`config.mk`:
```
export PLATFORM = sky130hd
export DESIGN_NAME = riff_wave_stream_parser_top
export DESIGN_NICKNAME = d
export VERILOG_FILES = /design/src/rtl/rwsp_pkg.sv /design/src/rtl/riff_wave_stream_parser_top.sv /design/src/rtl/rwsp_parser.sv /design/src/rtl/rwsp_fifo.sv
export VERILOG_INCLUDE_DIRS = /design/src /design/src/rtl
export SDC_FILE = /design/constraint.sdc
export NUM_CORES = 2
export LEC_CHECK = 0
export BUFFER_PORTS_ARGS = -buffer_cell sky130_fd_sc_hd__buf_2
export CAP_MARGIN = 20
export CORE_MARGIN = 3
export CORE_UTILIZATION = 60
export CTS_BUF_LIST = sky130_fd_sc_hd__clkbuf_8
export DETAILED_ROUTE_END_ITERATION = 10
export PLACE_DENSITY_LB_ADDON = 0.25
export SETUP_SLACK_MARGIN = 0.3
export SLEW_MARGIN = 0
export SYNTH_ARGS = -nofsm -noshare
export SYNTH_HDL_FRONTEND = slang
export SYNTH_SLANG_ARGS = --single-unit
```
`constraint.sdc`:
```
create_clock -name i_clk -period 16.2 [get_ports i_clk]
set_clock_uncertainty 0.05 [all_clocks]
set_input_delay 1.62 -clock i_clk [delete_from_list [all_inputs] [get_ports i_clk]]
set_output_delay 1.62 -clock i_clk [all_outputs]
set_load 0.01 [all_outputs]
```
`src/rtl/riff_wave_stream_parser_top_defines.svh`:
```
// assertion macros of the riff wave stream parser, used by the result queue
`ifndef RIFF_WAVE_STREAM_PARSER_TOP_DEFINES_SVH
`define RIFF_WAVE_STREAM_PARSER_TOP_DEFINES_SVH

`ifndef SYNTHESIS
// checked property, switched off while reset is held
`define RWSP_ASSERT(lbl, clk, rst_n, prop, msg) \
    lbl: assert property (@(posedge clk) disable iff (!rst_n) prop) else $error(msg);
// checked property, also during reset
`define RWSP_ASSERT_ALWAYS(lbl, clk, prop, msg) \
    lbl: assert property (@(posedge clk) prop) else $error(msg);
`else
`define RWSP_ASSERT(lbl, clk, rst_n, prop, msg)
`define RWSP_ASSERT_ALWAYS(lbl, clk, prop, msg)
`endif

`endif

```
`src/rtl/rwsp_pkg.sv`:
```
// types and constants of the riff wave stream parser
package rwsp_pkg;

    localparam logic [31:0] TAG_RIFF = 32'h5249_4646;
    localparam logic [31:0] TAG_WAVE = 32'h5741_5645;
    localparam logic [31:0] TAG_FMT  = 32'h666D_7420;
    localparam logic [31:0] TAG_DATA = 32'h6461_7461;

    localparam logic [31:0] FMT_MIN_LEN = 32'd16;
    localparam logic [15:0] PCM_TAG     = 16'd1;

    // result kinds
    localparam logic [1:0] KIND_SAMPLE = 2'd0;
    localparam logic [1:0] KIND_FORMAT = 2'd1;
    localparam logic [1:0] KIND_DONE   = 2'd2;
    localparam logic [1:0] KIND_ERROR  = 2'd3;

    // error codes
    localparam logic [2:0] ERR_CONTAINER = 3'd0;
    localparam logic [2:0] ERR_TRUNCATED = 3'd1;
    localparam logic [2:0] ERR_FMT_SMALL = 3'd2;
    localparam logic [2:0] ERR_NOT_PCM   = 3'd3;
    localparam logic [2:0] ERR_UNSUPP    = 3'd4;
    localparam logic [2:0] ERR_MISSING   = 3'd5;
    localparam logic [2:0] ERR_RIFF_ZERO = 3'd6;

    // result queue, depth must be a power of two of at least four
    localparam int FIFO_DEPTH = 8;
    localparam int PTR_W      = $clog2(FIFO_DEPTH);
    localparam int CNT_W      = PTR_W + 1;

    typedef struct packed {
        logic [1:0]  kind;
        logic [7:0]  sample_byte;
        logic [1:0]  audio_format;
        logic [31:0] sample_rate;
        logic [2:0]  error_code;
        logic        last;
    } t_result;

    // up to two results per input byte, r1 only with r0
    typedef struct packed {
        logic    v0;
        logic    v1;
        t_result r0;
        t_result r1;
    } t_push;

endpackage

```
`src/rtl/riff_wave_stream_parser_top.sv`:
```
// top level of the riff wave stream parser: input register, parser, result queue
//
// channel   dir   handshake                         payload
// s_axis    in    i_s_axis_tvalid / o_s_axis_tready  tdata byte_value, tuser func
// m_axis    out   o_m_axis_tvalid / i_m_axis_tready  tdata result fields, tuser kind, tlast
//
// one beat accepted per cycle while tready is high; each beat is parsed in the cycle after
// it is taken, and its results sit in the queue in the cycle after that
// a beat yields up to two results; the queue takes both at once and drains one per
// cycle while m_axis_tready is high; tready drops when the queue could not hold two
// more results for both the beat in the input register and a new one, i.e. with a
// sustained two-result pattern the rate is set by the single read port of the queue
// synchronous active-low reset clears the parser and the queue; no clearing pass
module riff_wave_stream_parser_top (
    input  logic        i_clk,
    input  logic        i_rst_n,
    input  logic        i_s_axis_tvalid,
    output logic        o_s_axis_tready,
    input  logic [7:0]  i_s_axis_tdata,   // [7:0] byte_value
    input  logic [0:0]  i_s_axis_tuser,   // [0] func
    output logic        o_m_axis_tvalid,
    input  logic        i_m_axis_tready,
    output logic [47:0] o_m_axis_tdata,   // [7:0] sample_byte, [9:8] audio_format,
                                          // [41:10] sample_rate, [44:42] error_code,
                                          // [47:45] zero
    output logic [1:0]  o_m_axis_tuser,   // [1:0] kind
    output logic        o_m_axis_tlast    // last result of an input beat
);

    localparam int CNT_W = rwsp_pkg::CNT_W;

    // input register
    logic              r_in_valid;
    logic              r_in_func;
    logic [7:0]        r_in_byte;

    logic              s_accept;
    logic [CNT_W:0]    room_need;
    rwsp_pkg::t_push   push;
    rwsp_pkg::t_result head;
    logic [CNT_W-1:0]  q_count;

    // queue count plus worst case of the beat already in flight
    assign room_need       = {1'b0, q_count} + {{(CNT_W-1){1'b0}}, r_in_valid, 1'b0};
    assign o_s_axis_tready = (room_need <= (CNT_W+1)'(rwsp_pkg::FIFO_DEPTH - 2));
    assign s_accept        = i_s_axis_tvalid & o_s_axis_tready;

    always_ff @(posedge i_clk) begin
        if (!i_rst_n) begin
            r_in_valid <= 1'b0;
        end else begin
            r_in_valid <= s_accept;
        end
    end

    // payload, no reset needed
    always_ff @(posedge i_clk) begin
        if (s_accept) begin
            r_in_func <= i_s_axis_tuser[0];
            r_in_byte <= i_s_axis_tdata;
        end
    end

    rwsp_parser u_parser (
        .i_clk   (i_clk),
        .i_rst_n (i_rst_n),
        .i_valid (r_in_valid),
        .i_func  (r_in_func),
        .i_byte  (r_in_byte),
        .o_push  (push)
    );

    rwsp_fifo u_fifo (
        .i_clk   (i_clk),
        .i_rst_n (i_rst_n),
        .i_push  (push),
        .i_pop   (i_m_axis_tready),
        .o_valid (o_m_axis_tvalid),
        .o_data  (head),
        .o_count (q_count)
    );

    // pack the result beat
    assign o_m_axis_tdata = {3'b000, head.error_code, head.sample_rate,
                             head.audio_format, head.sample_byte};
    assign o_m_axis_tuser = head.kind;
    assign o_m_axis_tlast = head.last;

endmodule

```
`src/rtl/rwsp_parser.sv`:
```
// parser state and result generation for one registered input beat
module rwsp_parser (
    input  logic             i_clk,
    input  logic             i_rst_n,
    input  logic             i_valid,
    input  logic             i_func,
    input  logic [7:0]       i_byte,
    output rwsp_pkg::t_push  o_push
);

    typedef enum logic [2:0] {
        PH_HEAD, PH_HEAD_BAD, PH_CHDR, PH_FMT, PH_DATA, PH_SKIP, PH_PAD, PH_IDLE
    } t_phase;

    t_phase      r_phase,          n_phase;
    logic [31:0] r_byte_count,     n_byte_count;
    logic [31:0] r_chunk_tag,      n_chunk_tag;
    logic [31:0] r_chunk_length,   n_chunk_length;
    logic [31:0] r_container_size, n_container_size;
    logic [15:0] r_format_tag,     n_format_tag;
    logic [15:0] r_channel_count,  n_channel_count;
    logic [31:0] r_rate_value,     n_rate_value;
    logic [15:0] r_sample_bits,    n_sample_bits;
    logic [1:0]  r_found_flags,    n_found_flags;

    logic [31:0]       cnt;
    logic [31:0]       cnt_inc;
    logic [31:0]       shifted_tag;
    logic [31:0]       len_base;
    logic              done_req;
    logic              pri_v;
    logic              fin_v;
    rwsp_pkg::t_result pri;
    rwsp_pkg::t_result fin;
    logic              ch_ok;
    logic              bits_ok;

    always_comb begin
        n_phase          = r_phase;
        n_byte_count     = r_byte_count;
        n_chunk_tag      = r_chunk_tag;
        n_chunk_length   = r_chunk_length;
        n_container_size = r_container_size;
        n_format_tag     = r_format_tag;
        n_channel_count  = r_channel_count;
        n_rate_value     = r_rate_value;
        n_sample_bits    = r_sample_bits;
        n_found_flags    = r_found_flags;
        cnt              = r_byte_count;
        cnt_inc          = r_byte_count + 32'd1;
        shifted_tag      = {r_chunk_tag[23:0], i_byte};
        len_base         = (r_byte_count == 32'd0) ? 32'd0 : r_chunk_length;
        done_req         = 1'b0;
        pri_v            = 1'b0;
        fin_v            = 1'b0;
        pri              = '0;
        fin              = '0;
        ch_ok            = 1'b0;
        bits_ok          = 1'b0;

        if (i_valid && i_func) begin
            // end of stream: report and re-arm
            if (r_phase != PH_IDLE) begin
                pri_v      = 1'b1;
                pri.kind   = rwsp_pkg::KIND_ERROR;
                pri.error_code = ((r_phase == PH_CHDR && cnt == 32'd0) ||
                                  r_phase == PH_SKIP || r_phase == PH_PAD) ?
                                 rwsp_pkg::ERR_MISSING : rwsp_pkg::ERR_TRUNCATED;
            end
            n_phase          = PH_HEAD;
            n_byte_count     = '0;
            n_chunk_tag      = '0;
            n_chunk_length   = '0;
            n_container_size = '0;
            n_format_tag     = '0;
            n_channel_count  = '0;
            n_rate_value     = '0;
            n_sample_bits    = '0;
            n_found_flags    = '0;
        end else if (i_valid) begin
            unique case (r_phase)
                PH_HEAD, PH_HEAD_BAD: begin
                    if (cnt < 32'd4 || cnt >= 32'd8) begin
                        n_chunk_tag = shifted_tag;
                    end else begin
                        n_container_size[{cnt[1:0], 3'b000} +: 8] =
                            r_container_size[{cnt[1:0], 3'b000} +: 8] | i_byte;
                    end
                    n_byte_count = cnt_inc;
                    if (cnt == 32'd3 && shifted_tag != rwsp_pkg::TAG_RIFF) begin
                        n_phase = PH_HEAD_BAD;
                    end
                    if (cnt >= 32'd11) begin
                        if (r_phase == PH_HEAD_BAD || shifted_tag != rwsp_pkg::TAG_WAVE) begin
                            n_phase        = PH_IDLE;
                            pri_v          = 1'b1;
                            pri.kind       = rwsp_pkg::KIND_ERROR;
                            pri.error_code = rwsp_pkg::ERR_CONTAINER;
                        end else begin
                            n_phase      = PH_CHDR;
                            n_byte_count = '0;
                        end
                    end
                end
                PH_CHDR: begin
                    n_chunk_length = len_base;
                    if (cnt < 32'd4) begin
                        n_chunk_tag = shifted_tag;
                    end else begin
                        n_chunk_length[{cnt[1:0], 3'b000} +: 8] =
                            len_base[{cnt[1:0], 3'b000} +: 8] | i_byte;
                    end
                    n_byte_count = cnt_inc;
                    if (cnt >= 32'd7) begin
                        n_byte_count = '0;
                        if (n_chunk_tag == rwsp_pkg::TAG_FMT) begin
                            if (n_chunk_length < rwsp_pkg::FMT_MIN_LEN) begin
                                n_phase        = PH_IDLE;
                                pri_v          = 1'b1;
                                pri.kind       = rwsp_pkg::KIND_ERROR;
                                pri.error_code = rwsp_pkg::ERR_FMT_SMALL;
                            end else begin
                                n_phase         = PH_FMT;
                                n_format_tag    = '0;
                                n_channel_count = '0;
                                n_rate_value    = '0;
                                n_sample_bits   = '0;
                            end
                        end else if (n_chunk_tag == rwsp_pkg::TAG_DATA) begin
                            if (n_chunk_length == 32'd0) begin
                                n_found_flags = r_found_flags | 2'b10;
                                done_req      = 1'b1;
                            end else begin
                                n_phase = PH_DATA;
                            end
                        end else if (n_chunk_length == 32'd0) begin
                            done_req = 1'b1;
                        end else begin
                            n_phase = PH_SKIP;
                        end
                    end
                end
                PH_FMT: begin
                    if (cnt < 32'd2) begin
                        n_format_tag[{cnt[0], 3'b000} +: 8] =
                            r_format_tag[{cnt[0], 3'b000} +: 8] | i_byte;
                    end else if (cnt < 32'd4) begin
                        n_channel_count[{cnt[0], 3'b000} +: 8] =
                            r_channel_count[{cnt[0], 3'b000} +: 8] | i_byte;
                    end else if (cnt < 32'd8) begin
                        n_rate_value[{cnt[1:0], 3'b000} +: 8] =
                            r_rate_value[{cnt[1:0], 3'b000} +: 8] | i_byte;
                    end else if (cnt >= 32'd14 && cnt < 32'd16) begin
                        n_sample_bits[{cnt[0], 3'b000} +: 8] =
                            r_sample_bits[{cnt[0], 3'b000} +: 8] | i_byte;
                    end
                    n_byte_count = cnt_inc;
                    if (cnt >= 32'd15) begin
                        ch_ok   = (n_channel_count == 16'd1) || (n_channel_count == 16'd2);
                        bits_ok = (n_sample_bits == 16'd8) || (n_sample_bits == 16'd16);
                        pri_v   = 1'b1;
                        if (n_format_tag != rwsp_pkg::PCM_TAG) begin
                            n_phase        = PH_IDLE;
                            pri.kind       = rwsp_pkg::KIND_ERROR;
                            pri.error_code = rwsp_pkg::ERR_NOT_PCM;
                        end else if (!(ch_ok && bits_ok)) begin
                            n_phase        = PH_IDLE;
                            pri.kind       = rwsp_pkg::KIND_ERROR;
                            pri.error_code = rwsp_pkg::ERR_UNSUPP;
                        end else begin
                            pri.kind         = rwsp_pkg::KIND_FORMAT;
                            pri.audio_format = {n_channel_count == 16'd2,
                                                n_sample_bits == 16'd16};
                            pri.sample_rate  = n_rate_value;
                            n_found_flags    = r_found_flags | 2'b01;
                            if (r_chunk_length > rwsp_pkg::FMT_MIN_LEN) begin
                                n_phase = PH_SKIP;
                            end else begin
                                done_req = 1'b1;
                            end
                        end
                    end
                end
                PH_DATA: begin
                    pri_v           = 1'b1;
                    pri.kind        = rwsp_pkg::KIND_SAMPLE;
                    pri.sample_byte = i_byte;
                    n_byte_count    = cnt_inc;
                    if (cnt_inc >= r_chunk_length) begin
                        n_found_flags = r_found_flags | 2'b10;
                        done_req      = 1'b1;
                    end
                end
                PH_SKIP: begin
                    n_byte_count = cnt_inc;
                    if (cnt_inc >= r_chunk_length) begin
                        done_req = 1'b1;
                    end
                end
                PH_PAD: begin
                    n_phase      = PH_CHDR;
                    n_byte_count = '0;
                end
                PH_IDLE: begin
                end
            endcase

            // end of a chunk: finish or go on to the next chunk header, via a pad byte if the length is odd
            if (done_req) begin
                if (n_found_flags == 2'b11) begin
                    n_phase = PH_IDLE;
                    fin_v   = 1'b1;
                    if (r_container_size == 32'd0) begin
                        fin.kind       = rwsp_pkg::KIND_ERROR;
                        fin.error_code = rwsp_pkg::ERR_RIFF_ZERO;
                    end else begin
                        fin.kind = rwsp_pkg::KIND_DONE;
                    end
                end else begin
                    n_byte_count = '0;
                    n_phase      = n_chunk_length[0] ? PH_PAD : PH_CHDR;
                end
            end
        end

        // compact into the queue slots, last flag on the final one
        pri.last    = ~fin_v;
        fin.last    = 1'b1;
        o_push.v0   = pri_v | fin_v;
        o_push.v1   = pri_v & fin_v;
        o_push.r0   = pri_v ? pri : fin;
        o_push.r1   = fin;
    end

    always_ff @(posedge i_clk) begin
        if (!i_rst_n) begin
            r_phase          <= PH_HEAD;
            r_byte_count     <= '0;
            r_chunk_tag      <= '0;
            r_chunk_length   <= '0;
            r_container_size <= '0;
            r_format_tag     <= '0;
            r_channel_count  <= '0;
            r_rate_value     <= '0;
            r_sample_bits    <= '0;
            r_found_flags    <= '0;
        end else begin
            r_phase          <= n_phase;
            r_byte_count     <= n_byte_count;
            r_chunk_tag      <= n_chunk_tag;
            r_chunk_length   <= n_chunk_length;
            r_container_size <= n_container_size;
            r_format_tag     <= n_format_tag;
            r_channel_count  <= n_channel_count;
            r_rate_value     <= n_rate_value;
            r_sample_bits    <= n_sample_bits;
            r_found_flags    <= n_found_flags;
        end
    end

endmodule

```
`src/rtl/rwsp_fifo.sv`:
```
// result queue taking up to two results per cycle and giving one
`include "riff_wave_stream_parser_top_defines.svh"

module rwsp_fifo (
    input  logic                       i_clk,
    input  logic                       i_rst_n,
    input  rwsp_pkg::t_push            i_push,
    input  logic                       i_pop,
    output logic                       o_valid,
    output rwsp_pkg::t_result          o_data,
    output logic [rwsp_pkg::CNT_W-1:0] o_count
);

    localparam int PTR_W = rwsp_pkg::PTR_W;
    localparam int CNT_W = rwsp_pkg::CNT_W;

    rwsp_pkg::t_result r_mem [rwsp_pkg::FIFO_DEPTH];
    logic [PTR_W-1:0]  r_wr_ptr, n_wr_ptr;
    logic [PTR_W-1:0]  r_rd_ptr, n_rd_ptr;
    logic [CNT_W-1:0]  r_count,  n_count;
    logic              pop_ok;
    logic [CNT_W-1:0]  push_n;

    assign o_valid = (r_count != '0);
    assign o_data  = r_mem[r_rd_ptr];
    assign o_count = r_count;
    assign pop_ok  = i_pop & o_valid;
    assign push_n  = CNT_W'(i_push.v0) + CNT_W'(i_push.v1);

    always_comb begin
        n_wr_ptr = r_wr_ptr + push_n[PTR_W-1:0];
        n_rd_ptr = r_rd_ptr + PTR_W'(pop_ok);
        n_count  = r_count + push_n - CNT_W'(pop_ok);
    end

    always_ff @(posedge i_clk) begin
        if (i_push.v0) begin
            r_mem[r_wr_ptr] <= i_push.r0;
        end
        if (i_push.v1) begin
            r_mem[r_wr_ptr + PTR_W'(1)] <= i_push.r1;
        end
    end

    always_ff @(posedge i_clk) begin
        if (!i_rst_n) begin
            r_wr_ptr <= '0;
            r_rd_ptr <= '0;
            r_count  <= '0;
        end else begin
            r_wr_ptr <= n_wr_ptr;
            r_rd_ptr <= n_rd_ptr;
            r_count  <= n_count;
        end
    end

    `RWSP_ASSERT(a_count_bound, i_clk, i_rst_n, r_count <= CNT_W'(rwsp_pkg::FIFO_DEPTH), "result queue overflow")
    `RWSP_ASSERT_ALWAYS(a_pair_order, i_clk, !(i_push.v1 && !i_push.v0), "second result without first")
    `RWSP_ASSERT(a_pair_last, i_clk, i_rst_n, i_push.v1 |-> (i_push.r1.last && !i_push.r0.last), "bad last flags on result pair")
    `RWSP_ASSERT(a_count_track, i_clk, i_rst_n, ##1 (r_count == $past(r_count) + CNT_W'($past(i_push.v0)) + CNT_W'($past(i_push.v1)) - CNT_W'($past(pop_ok))), "queue count out of step")

endmodule
```
==> impl_metrics.csv <==
group,metric,value,unit
power,worst_ir_drop_vdd,97.2,µV
route,wl_per_cell,21.2,µm
final_layout,final_common_cell,"dfxtp_1",
route,drt_iter0_drc,2638,
global_route,grt_usage,31.6,%
power,p_leak,11.2,nW
worst_setup_path,cp.arrival,8.45,ns
worst_setup_path,start_kind,"flop",
die,die_w,222,µm
route,wl_met1,31.3,mm
final_layout,syn_to_final_growth,9.32,%
die,ios,66,
route,via_per_inst,6.43,
outcome,status,"completed",
synthesis,syn-cell-area,28100,µm²
timing,tns,0,ns
cts,numCtsBuffers,99,
route,routed.top_layer,"met5",
global_route,grt_pass1_vias,23700,
route,dr.pass1.iters,8,
hold_path,min_path_type,"flop to flop",
route,vias,24300,
global_route,grt_remaining_overflow,0,
cts,cts_resized,0,
route,ant_nets,0,
synthesis,synth_top_area_share,41.0,%
timing,tightest_slew,1.16,ns
die,start_util,61.3,%
synthesis,yosys_warnings,0,
final_layout,ff_latch_area,12800,µm²
synthesis,syn_area_per_cell,9.05,µm²
die,design.die.area,49500,µm²
synthesis,synth_flop_cell,"dfxtp_1",
cts,insertion_delay,0.73,ns
cts,cts_sinks,617,
global_route,antenna_found_initial,1,
final_layout,drive_gt1_share,14.2,%
cts,clk_pin_slew_worst_paths,0.06,ns
cts,cts-htree-levels,3,
worst_setup_path,worst_setup_path_end_kind,"flop",
timing,max_freq,125,MHz
die,die_h,222,µm
route,met2_length,37.7,mm
timing,relSlewSlack,21.9,%
final_layout,multi_input_area,14200,µm²
synthesis,yosysSeqAreaShare,45.4,%
cts,cts_setup_buffers,0,
power,p_total,0.00331,W
worst_setup_path,crit_fanout,39,
synthesis,synthCells,3108,
route,wl,80.1,mm
timing,setup_viol,0,
route,routed-wl-met3,7.86,mm
synthesis,synth_edf_count,41,
final_layout,fillers,3624,
die,core,45900,µm²
worst_setup_path,r2r_slack,8.22,ns
job,maxCapViolCount,0,
global_route,grt_pass1_wl,127,mm
timing,period_share,49.3,%
synthesis,ys_types,77,
place,dp_hpwl,51.1,mm
cts,hold_buffers,0,
timing,hold_viol,0,
worst_setup_path,critPathKind,"flop to flop",
cts,clock_path_buffers,3,
global_route,grt_start_max_net_pins,92,
timing,period_minus_slack,7.98,ns
cts,cts_root_buffer,"clkbuf_8",
timing,slew_viol_final,0,
die,rows,78,
route,drc,0,
power,power_density,108,nW/µm²
synthesis,ys_async_sr_fraction,0,%
cts,cts_tree,"done",
synthesis,ys_seq_elements,617,
synthesis,synth_top_area_cell,"dfxtp_1",
place,gp_congestion,0.942,
synthesis,ys_top_cells_by_area,"dfxtp_1 (41%), mux4_2 (9.6%), o21ai_0 (7.0%)",
place,io_buffer_count,62,
final_layout,nets,3174,
worst_setup_path,cp.required,16.67,ns
timing,rsz0062_at_grt,"no",
final_layout,final_cell_mix,"dfxtp_1 (572), nand2_1 (516), o21ai_0 (393)",
critical path: stages (launching register included):
cell      delay (ns)
dfxtp_2         0.94
ha_1            0.38
and3_1          0.38
nand2_1         0.10
nor2_1          0.29
nand3_1         0.29
or3_1           0.51
or2_2           0.36
xnor2_1         0.14
ha_1            0.30
nand4_1         0.16
nor4_1          0.33
nand3_1         0.13
or3_1           0.33
o22ai_1         0.28
o211ai_1        0.14
o211ai_1        0.17
nand2_1         0.10
or3_1           0.53
ha_1            0.35
nor2b_1         0.25
nand3_1         0.78
o22ai_1         0.48
final cells by class:
class / instances / share of cell area, %
tap: 600 / 2.44
inverter: 101 / 1.23
clock inverter: 56 / 0.932
clock buffer: 122 / 5.46
sequential: 617 / 41.6
antenna: 2 / 0.0163
multi-input combinational: 2185 / 46.2
timing repair buffer: 102 / 2.13
cell families after synthesis:
group	share of synthesized area [%]
buffers and inverters	4.26
xor gates and xnor gates	1.15
other	0.0133
muxes	12.8
AOI/OAI and AO/OA	15.6
adders and majority gates	2.50
and+or+nand+nor	18.3
DFF	45.4
where the power goes:
part           internal [W]  switching (W)
Clock              0.000685       0.000626
Combinational      0.000150       0.000239
Sequential          0.00155      0.0000589
Total               0.00239       0.000924
final timing paths:
path,start,to,cells after the start
setup / recovery,u_parser.cnt[0]$_SDFFE_PP0P_,u_fifo.r_mem[7][3]$_DFFE_PP_,22
hold / removal,u_fifo.r_mem[3][15]$_SDFFE_PP0P_,u_fifo.r_mem[3][15]$_SDFFE_PP0P_,2
setup reg to reg,u_parser.cnt[0]$_SDFFE_PP0P_,u_fifo.r_mem[7][3]$_DFFE_PP_,22
hold reg to reg,u_fifo.r_mem[3][15]$_SDFFE_PP0P_,u_fifo.r_mem[3][15]$_SDFFE_PP0P_,2
synthesized netlist by cell type, types with 4 or more instances:
master,count
xor2_1,14
a22oi_1,31
clkbuf_1,177
and4_1,9
ha_1,53
nor2b_1,17
nor4b_1,7
mux2_2,50
nor2_1,226
o21bai_1,4
nor3b_1,7
xnor2_1,23
nand3_1,143
mux4_2,120
a21o_1,11
o21ai_0,393
nand4b_1,4
or4_1,5
a211o_1,4
o22ai_1,39
and2_1,17
o21a_1,9
buf_1,18
o211ai_1,12
nand2_1,517
nand2b_1,14
a22o_1,22
o211a_1,4
dfxtp_1,576
a31oi_1,43
or2_2,10
edfxtp_1,41
mux2i_1,33
o31ai_1,28
nor4bb_1,4
a211oi_1,7
and3_1,12
or3_1,9
buf_2,6
inv_1,100
nor3_1,46
nand4_1,30
nor4_1,39
a21oi_1,120
sequential cells by signal (all words and copies together), names as in the netlist, 4 cells and up:
register,cells
u_parser.r_format_tag,16
u_parser.r_sample_bits,16
u_parser.r_chunk_length,32
u_parser.r_channel_count,16
u_fifo.r_mem,384
u_parser.r_container_size,32
u_parser.cnt,32
u_fifo.o_count,4
u_parser.r_chunk_tag,32
u_parser.r_rate_value,32
r_in_byte,8
metal layers:
| metal | track usage [%] | vias to the layer above |
|---|---|---|
| met5 | 0 | - |
| met4 | 14.0 | 2 |
| met3 | 7.53 | 253 |
| met2 | 51.4 | 1206 |
| met1 | 40.4 | 11800 |
| li1 | - | 11100 |
per-stage QoR:
| stage | setup slack [ns] | util, % | area [µm²] | hold slack, ns | std cells |
|---|---|---|---|---|---|
| floorplan | 9.61 | - | 28100 | 0.370 | 3110 |
| global placement | 8.54 | 62.5 | 28700 | 0.378 | 3600 |
| detailed placement | 8.42 | 62.6 | 28700 | 0.387 | 3601 |
| CTS | 8.35 | 66.8 | 30700 | 0.400 | 3779 |
| global route | 7.51 | 67.0 | 30700 | 0.422 | 3783 |
| finish | 8.22 | 67.0 | 30700 | 0.398 | 3785 |
Note: power is estimated with default switching activity, not from simulation.
